$ cat config.mk
export PLATFORM = sky130hd
export DESIGN_NAME = sha256_message_hasher
export DESIGN_NICKNAME = d
export VERILOG_FILES = /design/src/hw/rtl/shamh_pkg.sv /design/src/hw/rtl/shamh_round.sv /design/src/hw/rtl/sha256_message_hasher.sv
export SDC_FILE = /design/constraint.sdc
export NUM_CORES = 2
export LEC_CHECK = 0
export ABC_CLOCK_PERIOD_IN_PS = 15950
export BUFFER_PORTS_ARGS = -buffer_cell sky130_fd_sc_hd__buf_4
export CORE_UTILIZATION = 55
export DETAILED_ROUTE_END_ITERATION = 12
export PLACE_DENSITY = 0.71
export SLEW_MARGIN = 10
export SYNTH_ARGS = -nofsm -noshare
export SYNTH_HDL_FRONTEND = slang
export SYNTH_SLANG_ARGS = --single-unit
export TNS_END_PERCENT = 100
$ cat constraint.sdc
create_clock -name clk -period 15.95 [get_ports clk]
set_input_delay 3.19 -clock clk [delete_from_list [all_inputs] [get_ports clk]]
set_output_delay 3.19 -clock clk [all_outputs]
set_load 0.03 [all_outputs]
$ cat src/hw/rtl/shamh_pkg.sv
// ----------------------------------------------------------------------------
// shamh_pkg
// types, constants and tables of the sha-256 message hasher
// ----------------------------------------------------------------------------
`default_nettype none

package shamh_pkg;

	localparam int unsigned WORD_W  = 32;
	localparam int unsigned BYTE_W  = 8;
	localparam int unsigned ROUNDS  = 64;
	localparam int unsigned BLK_BYTES = 64;
	localparam int unsigned BLK_W   = BLK_BYTES * BYTE_W;
	localparam int unsigned DIG_WORDS = 8;
	localparam int unsigned POS_W   = $clog2(BLK_BYTES);
	localparam int unsigned RND_W   = $clog2(ROUNDS);
	localparam int unsigned IDX_W   = $clog2(DIG_WORDS);
	localparam int unsigned LEN_W   = 64;

	localparam logic [BYTE_W-1:0] PAD_BYTE  = 8'h80;
	localparam logic [POS_W-1:0]  LEN_POS   = POS_W'(56);
	localparam logic [POS_W-1:0]  POS_LAST  = POS_W'(BLK_BYTES - 1);
	localparam logic [RND_W-1:0]  RND_LAST  = RND_W'(ROUNDS - 1);
	localparam logic [IDX_W-1:0]  IDX_LAST  = IDX_W'(DIG_WORDS - 1);

	typedef struct packed {
		logic [WORD_W-1:0] a;
		logic [WORD_W-1:0] b;
		logic [WORD_W-1:0] c;
		logic [WORD_W-1:0] d;
		logic [WORD_W-1:0] e;
		logic [WORD_W-1:0] f;
		logic [WORD_W-1:0] g;
		logic [WORD_W-1:0] h;
	} work_t;

	typedef enum logic [2:0] {
		ST_IDLE,
		ST_PAD,
		ST_ROUND,
		ST_FOLD,
		ST_EMIT
	} state_t;

	localparam logic [WORD_W-1:0] INIT_CHAIN [DIG_WORDS] = '{
		32'h6a09e667, 32'hbb67ae85, 32'h3c6ef372, 32'ha54ff53a,
		32'h510e527f, 32'h9b05688c, 32'h1f83d9ab, 32'h5be0cd19
	};

	localparam logic [WORD_W-1:0] ROUND_K [ROUNDS] = '{
		32'h428a2f98, 32'h71374491, 32'hb5c0fbcf, 32'he9b5dba5,
		32'h3956c25b, 32'h59f111f1, 32'h923f82a4, 32'hab1c5ed5,
		32'hd807aa98, 32'h12835b01, 32'h243185be, 32'h550c7dc3,
		32'h72be5d74, 32'h80deb1fe, 32'h9bdc06a7, 32'hc19bf174,
		32'he49b69c1, 32'hefbe4786, 32'h0fc19dc6, 32'h240ca1cc,
		32'h2de92c6f, 32'h4a7484aa, 32'h5cb0a9dc, 32'h76f988da,
		32'h983e5152, 32'ha831c66d, 32'hb00327c8, 32'hbf597fc7,
		32'hc6e00bf3, 32'hd5a79147, 32'h06ca6351, 32'h14292967,
		32'h27b70a85, 32'h2e1b2138, 32'h4d2c6dfc, 32'h53380d13,
		32'h650a7354, 32'h766a0abb, 32'h81c2c92e, 32'h92722c85,
		32'ha2bfe8a1, 32'ha81a664b, 32'hc24b8b70, 32'hc76c51a3,
		32'hd192e819, 32'hd6990624, 32'hf40e3585, 32'h106aa070,
		32'h19a4c116, 32'h1e376c08, 32'h2748774c, 32'h34b0bcb5,
		32'h391c0cb3, 32'h4ed8aa4a, 32'h5b9cca4f, 32'h682e6ff3,
		32'h748f82ee, 32'h78a5636f, 32'h84c87814, 32'h8cc70208,
		32'h90befffa, 32'ha4506ceb, 32'hbef9a3f7, 32'hc67178f2
	};

endpackage

`default_nettype wire

$ cat src/hw/rtl/shamh_round.sv
// ----------------------------------------------------------------------------
// shamh_round
// one sha-256 round and the matching message schedule word
// ----------------------------------------------------------------------------
`default_nettype none

module shamh_round (
	input  var shamh_pkg::work_t   vars_in,
	input  wire  [31:0]            w_t,
	input  wire  [31:0]            w_t1,
	input  wire  [31:0]            w_t9,
	input  wire  [31:0]            w_t14,
	input  wire  [31:0]            k_t,
	output shamh_pkg::work_t       vars_out,
	output logic [31:0]            sched_w
);
	import shamh_pkg::*;

	function automatic logic [WORD_W-1:0] ror(input logic [WORD_W-1:0] x, input int unsigned n);
		ror = (x >> n) | (x << (WORD_W - n));
	endfunction

	logic [WORD_W-1:0] big0, big1, ch, maj, t1, t2, sig0, sig1;

	always_comb begin
		big1 = ror(vars_in.e, 6) ^ ror(vars_in.e, 11) ^ ror(vars_in.e, 25);
		ch   = (vars_in.e & vars_in.f) ^ (~vars_in.e & vars_in.g);
		t1   = vars_in.h + big1 + ch + k_t + w_t;
		big0 = ror(vars_in.a, 2) ^ ror(vars_in.a, 13) ^ ror(vars_in.a, 22);
		maj  = (vars_in.a & vars_in.b) ^ (vars_in.a & vars_in.c) ^ (vars_in.b & vars_in.c);
		t2   = big0 + maj;

		vars_out.h = vars_in.g;
		vars_out.g = vars_in.f;
		vars_out.f = vars_in.e;
		vars_out.e = vars_in.d + t1;
		vars_out.d = vars_in.c;
		vars_out.c = vars_in.b;
		vars_out.b = vars_in.a;
		vars_out.a = t1 + t2;

		// schedule word sixteen places ahead of the current one
		sig0    = ror(w_t1, 7) ^ ror(w_t1, 18) ^ (w_t1 >> 3);
		sig1    = ror(w_t14, 17) ^ ror(w_t14, 19) ^ (w_t14 >> 10);
		sched_w = w_t + sig0 + w_t9 + sig1;
	end

endmodule

`default_nettype wire

$ cat src/hw/rtl/sha256_message_hasher.sv
// ----------------------------------------------------------------------------
// sha256_message_hasher
// byte-serial sha-256 hasher with padding and digest output
// ----------------------------------------------------------------------------
// usage:
//   the slave stream carries one request per message byte; tuser[0] says the
//   byte is valid, tlast ends the message (an end request may carry no byte).
//   the master stream returns the digest as eight 32-bit words, word 0 first,
//   tuser holding the word index and tlast set on the eighth word.
// padding and rounds:
//   a byte that does not complete a block is shifted in and input stays open.
//   a byte that completes a block starts the shared round unit, which runs
//   one round per cycle for 64 rounds; a fold step then adds into the chain.
//   an end request pads from the position to the block end, then runs the
//   rounds and fold; the position counts the block's bytes including the
//   request's own byte, and a byte that completes the block first has its
//   own rounds and fold and leaves position 0; one more padded block follows
//   when fewer than 9 byte slots are left, then the eight digest words go out.
// reset clears the chain to the initial hash values, the position and the
// bit count; no pass over storage is needed.
// a stalled receiver holds the digest word in the output register; the input
// side is closed until all eight words are loaded, then reopens while the
// last word may still wait.
// ----------------------------------------------------------------------------
`default_nettype none

module sha256_message_hasher (
	input  wire         clk,
	input  wire         arst_n,
	input  wire         s_axis_tvalid,
	output logic        s_axis_tready,
	input  wire  [7:0]  s_axis_tdata,   // [7:0] data_byte
	input  wire  [0:0]  s_axis_tuser,   // [0] has_byte
	input  wire         s_axis_tlast,   // end_of_message
	output logic        m_axis_tvalid,
	input  wire         m_axis_tready,
	output logic [31:0] m_axis_tdata,   // [31:0] digest_word
	output logic [2:0]  m_axis_tuser,   // [2:0] word_index
	output logic        m_axis_tlast    // last_word
);
	import shamh_pkg::*;

	state_t state_q, state_d, ret_q, ret_d;

	logic [BLK_W-1:0]  buf_q;
	logic [POS_W-1:0]  pos_q;
	logic [LEN_W-1:0]  bitlen_q;
	logic [RND_W-1:0]  round_q;
	logic [IDX_W-1:0]  idx_q;
	logic [WORD_W-1:0] chain_q [DIG_WORDS];
	work_t             vars_q, vars_nx;
	logic [WORD_W-1:0] sched_w;

	logic              first_q, first_d;
	logic              len_ok_q, len_ok_d, len_ok_eff;
	logic              out_valid_q;
	logic [WORD_W-1:0] out_word_q;
	logic [IDX_W-1:0]  out_idx_q;
	logic              out_last_q;

	logic              s_accept, shift_en, count_len, start_cmp, round_go, fold;
	logic              emit_load, finish;
	logic [BYTE_W-1:0] shift_val;
	logic [BYTE_W-1:0] len_byte;

	assign s_accept = s_axis_tvalid && s_axis_tready;
	// big-endian length, byte slot 56 takes the top byte
	assign len_byte = bitlen_q[{~pos_q[2:0], 3'b000} +: BYTE_W];
	assign len_ok_eff = first_q ? (pos_q < LEN_POS) : len_ok_q;

	shamh_round u_round (
		.vars_in  (vars_q),
		.w_t      (buf_q[BLK_W-1            -: WORD_W]),
		.w_t1     (buf_q[BLK_W-1-WORD_W     -: WORD_W]),
		.w_t9     (buf_q[BLK_W-1-9*WORD_W   -: WORD_W]),
		.w_t14    (buf_q[BLK_W-1-14*WORD_W  -: WORD_W]),
		.k_t      (ROUND_K[round_q]),
		.vars_out (vars_nx),
		.sched_w  (sched_w)
	);

	always_ff @(posedge clk or negedge arst_n) begin
		if (!arst_n) begin
			state_q  <= ST_IDLE;
			ret_q    <= ST_IDLE;
			first_q  <= 1'b0;
			len_ok_q <= 1'b0;
		end else begin
			state_q  <= state_d;
			ret_q    <= ret_d;
			first_q  <= first_d;
			len_ok_q <= len_ok_d;
		end
	end

	always_comb begin
		state_d       = state_q;
		ret_d         = ret_q;
		first_d       = first_q;
		len_ok_d      = len_ok_q;
		s_axis_tready = 1'b0;
		shift_en      = 1'b0;
		shift_val     = s_axis_tdata;
		count_len     = 1'b0;
		start_cmp     = 1'b0;
		round_go      = 1'b0;
		fold          = 1'b0;
		emit_load     = 1'b0;
		finish        = 1'b0;
		unique case (state_q)
			ST_IDLE: begin
				s_axis_tready = 1'b1;
				if (s_accept) begin
					first_d  = s_axis_tlast;
					len_ok_d = 1'b0;
					if (s_axis_tuser[0]) begin
						shift_en  = 1'b1;
						count_len = 1'b1;
					end
					if (s_axis_tuser[0] && pos_q == POS_LAST) begin
						start_cmp = 1'b1;
						state_d   = ST_ROUND;
						ret_d     = s_axis_tlast ? ST_PAD : ST_IDLE;
					end else if (s_axis_tlast) begin
						state_d = ST_PAD;
					end
				end
			end
			ST_PAD: begin
				shift_en = 1'b1;
				first_d  = 1'b0;
				if (first_q) begin
					shift_val = PAD_BYTE;
				end else if (len_ok_q && pos_q >= LEN_POS) begin
					shift_val = len_byte;
				end else begin
					shift_val = '0;
				end
				len_ok_d = len_ok_eff;
				if (pos_q == POS_LAST) begin
					start_cmp = 1'b1;
					state_d   = ST_ROUND;
					// no room for the length: one more block follows
					ret_d     = len_ok_eff ? ST_EMIT : ST_PAD;
					len_ok_d  = 1'b1;
				end
			end
			ST_ROUND: begin
				round_go = 1'b1;
				if (round_q == RND_LAST) begin
					state_d = ST_FOLD;
				end
			end
			ST_FOLD: begin
				fold    = 1'b1;
				state_d = ret_q;
			end
			ST_EMIT: begin
				if (!out_valid_q || m_axis_tready) begin
					emit_load = 1'b1;
					if (idx_q == IDX_LAST) begin
						finish  = 1'b1;
						state_d = ST_IDLE;
					end
				end
			end
			default: begin
				state_d = ST_IDLE;
			end
		endcase
	end

	// message window: bytes shift in, schedule words shift through during rounds
	always_ff @(posedge clk) begin
		if (shift_en) begin
			buf_q <= {buf_q[BLK_W-BYTE_W-1:0], shift_val};
		end else if (round_go) begin
			buf_q <= {buf_q[BLK_W-WORD_W-1:0], sched_w};
		end
	end

	always_ff @(posedge clk) begin
		if (start_cmp) begin
			vars_q <= {chain_q[0], chain_q[1], chain_q[2], chain_q[3],
			           chain_q[4], chain_q[5], chain_q[6], chain_q[7]};
		end else if (round_go) begin
			vars_q <= vars_nx;
		end
	end

	always_ff @(posedge clk or negedge arst_n) begin
		if (!arst_n) begin
			pos_q    <= '0;
			bitlen_q <= '0;
			round_q  <= '0;
			idx_q    <= '0;
			for (int i = 0; i < DIG_WORDS; i++) begin
				chain_q[i] <= INIT_CHAIN[i];
			end
		end else begin
			if (shift_en) begin
				pos_q <= pos_q + POS_W'(1);
			end
			if (count_len) begin
				bitlen_q <= bitlen_q + LEN_W'(BYTE_W);
			end
			if (round_go) begin
				round_q <= round_q + RND_W'(1);
			end
			if (emit_load) begin
				idx_q <= idx_q + IDX_W'(1);
			end
			if (fold) begin
				chain_q[0] <= chain_q[0] + vars_q.a;
				chain_q[1] <= chain_q[1] + vars_q.b;
				chain_q[2] <= chain_q[2] + vars_q.c;
				chain_q[3] <= chain_q[3] + vars_q.d;
				chain_q[4] <= chain_q[4] + vars_q.e;
				chain_q[5] <= chain_q[5] + vars_q.f;
				chain_q[6] <= chain_q[6] + vars_q.g;
				chain_q[7] <= chain_q[7] + vars_q.h;
			end else if (finish) begin
				bitlen_q <= '0;
				for (int i = 0; i < DIG_WORDS; i++) begin
					chain_q[i] <= INIT_CHAIN[i];
				end
			end
		end
	end

	always_ff @(posedge clk or negedge arst_n) begin
		if (!arst_n) begin
			out_valid_q <= 1'b0;
		end else if (emit_load) begin
			out_valid_q <= 1'b1;
		end else if (m_axis_tready) begin
			out_valid_q <= 1'b0;
		end
	end

	always_ff @(posedge clk) begin
		if (emit_load) begin
			out_word_q <= chain_q[idx_q];
			out_idx_q  <= idx_q;
			out_last_q <= (idx_q == IDX_LAST);
		end
	end

	assign m_axis_tvalid = out_valid_q;
	assign m_axis_tdata  = out_word_q;
	assign m_axis_tuser  = out_idx_q;
	assign m_axis_tlast  = out_last_q;

endmodule

`default_nettype wire

==> impl_metrics.toml <==
[clock_network]
hold_buffers = 0
clk_pin_slew_ps = 60
cts_root_buffer = "clkbuf_16"
cts_resized = 0
post-cts-setup-buffers = 0
clock_latency_ps = 790
cts_htree_levels = 4
cts_made_buffers = 136
cts_tree = "yes"
clkSinkCount = 1144
cts.path.max_buffers = 3

[route]
ant_nets = 0
via_per_inst = 5.983
drt_pass1_iterations = 6
wl_per_cell_um = 23.36
drt_iter0_drc = 6964
totalWireLength_um = 235600
vias = 60335
drcViolationCount = 0

[min_path]
hold_class = "register to register"

[yosys]
ys.flop_type = "edfxtp_1"
synth_area_sq_um = 76940
synthArstFlopShare_pct = 29.72
synthCells = 8301
synthDistinctLibCells = 102
syn_nets = 8910
syn_area_per_cell_sq_um = 9.269
synth-edff-count = 804
synth_seq_area_share_pct = 42.66
synth-warning-count = 0
synth-seq-cells = 1144

[timing]
fin_crit_ps = 9929
finalSetupTns_ps = 0
slew_headroom_pct = 24.84
rsz0062_at_grt = "no"
fin_skew_ps = 50.59
maxSlewViolCount = 0
fin_crit_sh_pct = 62.25
fmax_mhz = 100.7
setup-violations-final = 0
hold_viol_final = 0
tightest_slew_ps = 1118

[global_routing]
grt_usage_pct = 33.27
grt_max_degree = 197
grt_pass1_wl_um = 356800
antenna_found_initial = 7
grt_overflow = 0
grt_pass1_vias = 57279

[finish]
nFillCells = 12032
layout.nets = 8719
syn2layout_area_growth_pct = 8.131
fin_util_pct = 60.21
drive_above_1_share_pct = 8.066
fin_cells = 10085

[floorplanning]
dieHeight_um = 376.0
initial_utilization_pct = 55.69
boundaryPins = 52
dieArea_sq_um = 141400
die_w_um = 376.0
rows = 136
core_sq_um = 138200

[worst_setup_path]
crit_required_ps = 16440
crit_family = "compound AO/OA/AOI/OAI gates"
critPathMaxFanout = 20
cpMaxStageDelayCell = "dfrtp_1"
startpoint_type = "register"
cpPeakStageDelay_ps = 870
crit_type = "register to register"
crit_path_end_kind = "register"
crit_arrival_ps = 10420
crit_buf_inv = 4

[placed_design]
gp_congestion = 1.011
place_inst = 9835
io_buffers = 51
dp_hpwl_um = 170800

[outcome]
status = "finished clean"

[job]
cap_violations = 0
## state kept, by name (all words and copies together), names as in the netlist
signal,count
bitlen_q,61
m_axis_tvalid,1
chain_q,256
m_axis_tdata,32
state_q,3
ret_q,2
m_axis_tlast,1
vars_q,256
first_q,1
round_q,6
pos_q,6
m_axis_tuser,3
idx_q,3
len_ok_q,1
buf_q,512
## cell usage after synthesis (13+ instances only)
master	n	share of area (%)
nand2_1	2236	11
edfxtp_1	804	31
a21oi_1	505	3.3
o21ai_0	501	3.3
inv_1	448	2.2
nor2_1	416	2.0
clkbuf_1	409	2.0
ha_1	400	6.5
xnor2_1	338	3.8
xor2_1	309	3.5
a21o_1	214	2.1
dfrtp_1	204	6.6
fa_1	195	5.1
dfstp_2	136	4.6
nand3_1	126	0.82
nor3_1	94	0.61
mux4_2	86	2.5
o21a_1	63	0.61
nand2b_1	60	0.49
nor2b_1	48	0.39
mux2_2	47	0.69
o21bai_1	43	0.42
a211oi_1	42	0.41
and3_1	42	0.34
o211ai_1	40	0.39
a31oi_1	39	0.32
buf_1	39	0.19
mux2i_1	39	0.51
nand4_1	34	0.28
o31ai_1	33	0.32
or3_1	31	0.25
a211o_1	16	0.18
a31o_2	14	0.16
and2_1	14	0.11
nor3b_1	14	0.14
o21ai_1	13	0.085
## worst paths after layout
kind,endpoint,cells past startpoint,startpoint,slack (ps)
min in group asynchronous,round_q[2]$_DFFE_PN0P_,1,arst_n,2360
setup reg to reg,vars_q[255]$_DFFE_PP_,33,round_q[1]$_DFFE_PN0P_,6020
hold / removal,pos_q[5]$_DFFE_PN0P_,1,pos_q[5]$_DFFE_PN0P_,470
setup / recovery,vars_q[255]$_DFFE_PP_,33,round_q[1]$_DFFE_PN0P_,6020
hold reg to reg,pos_q[5]$_DFFE_PN0P_,1,pos_q[5]$_DFFE_PN0P_,470
max in group asynchronous,chain_q[204]$_DFFE_PN0P_,3,arst_n,11330
## layout make-up
class / count / area, sq um / area share (%)
multi-input combinational: 6254 / 40810 / 49.06
sequential: 1144 / 32830 / 39.46
clock buffer: 191 / 3825 / 4.597
tap: 1863 / 2331 / 2.802
inverter: 451 / 1693 / 2.035
timing repair buffer: 123 / 980.9 / 1.179
clock inverter: 57 / 716.9 / 0.8617
antenna: 2 / 5.005 / 0.006015
## stage by stage
stage               hold slack (ps)  worst slack [ps]  area [sq um]
finish                        471.8              6021         83200
global route                  493.7              5635         83190
CTS                           472.0              6344         83190
detailed placement            461.6              6384         78650
global placement              455.8              6435         78650
floorplan                     437.8              4926         76950
## cells in the final DEF (no fill, tap or decap), drive strengths merged, types with 41 or more instances in the layout
cell,synthesis,final
a211oi,43,43
a21o,214,214
a21oi,509,509
and3,42,42
buf,43,123
clkbuf,409,191
dfrtp,204,204
dfstp,136,136
edfxtp,804,804
fa,195,195
ha,400,400
inv,449,456
mux2,47,47
mux4,86,86
nand2,2237,2237
nand2b,60,60
nand3,128,128
nor2,417,417
nor2b,48,48
nor3,95,95
o211ai,41,41
o21a,63,63
o21ai,515,515
o21bai,43,43
xnor2,338,338
xor2,309,309
## cell families after synthesis
kind of cell             synth area share [%]
AO/OA/AOI/OAI                           13.30
XOR/XNOR                                7.394
flip-flops                              42.66
buffers and inverters                   4.415
adder cells (fa/ha/maj)                 11.60
multiplexers                            3.712
AND/OR/NAND/NOR                         16.92
## layer usage
layer	global-route usage [%]	wire length, um	up-vias
met2	48.93	102300	2611
met3	7.087	21740	407
met1	48.88	103800	29281
met5	0	12	-
met4	10.88	7749	2
li1	-	-	28034
Power is not shown: default switching activity piles up to over one toggle a cycle in this logic, so the estimate is an artifact.
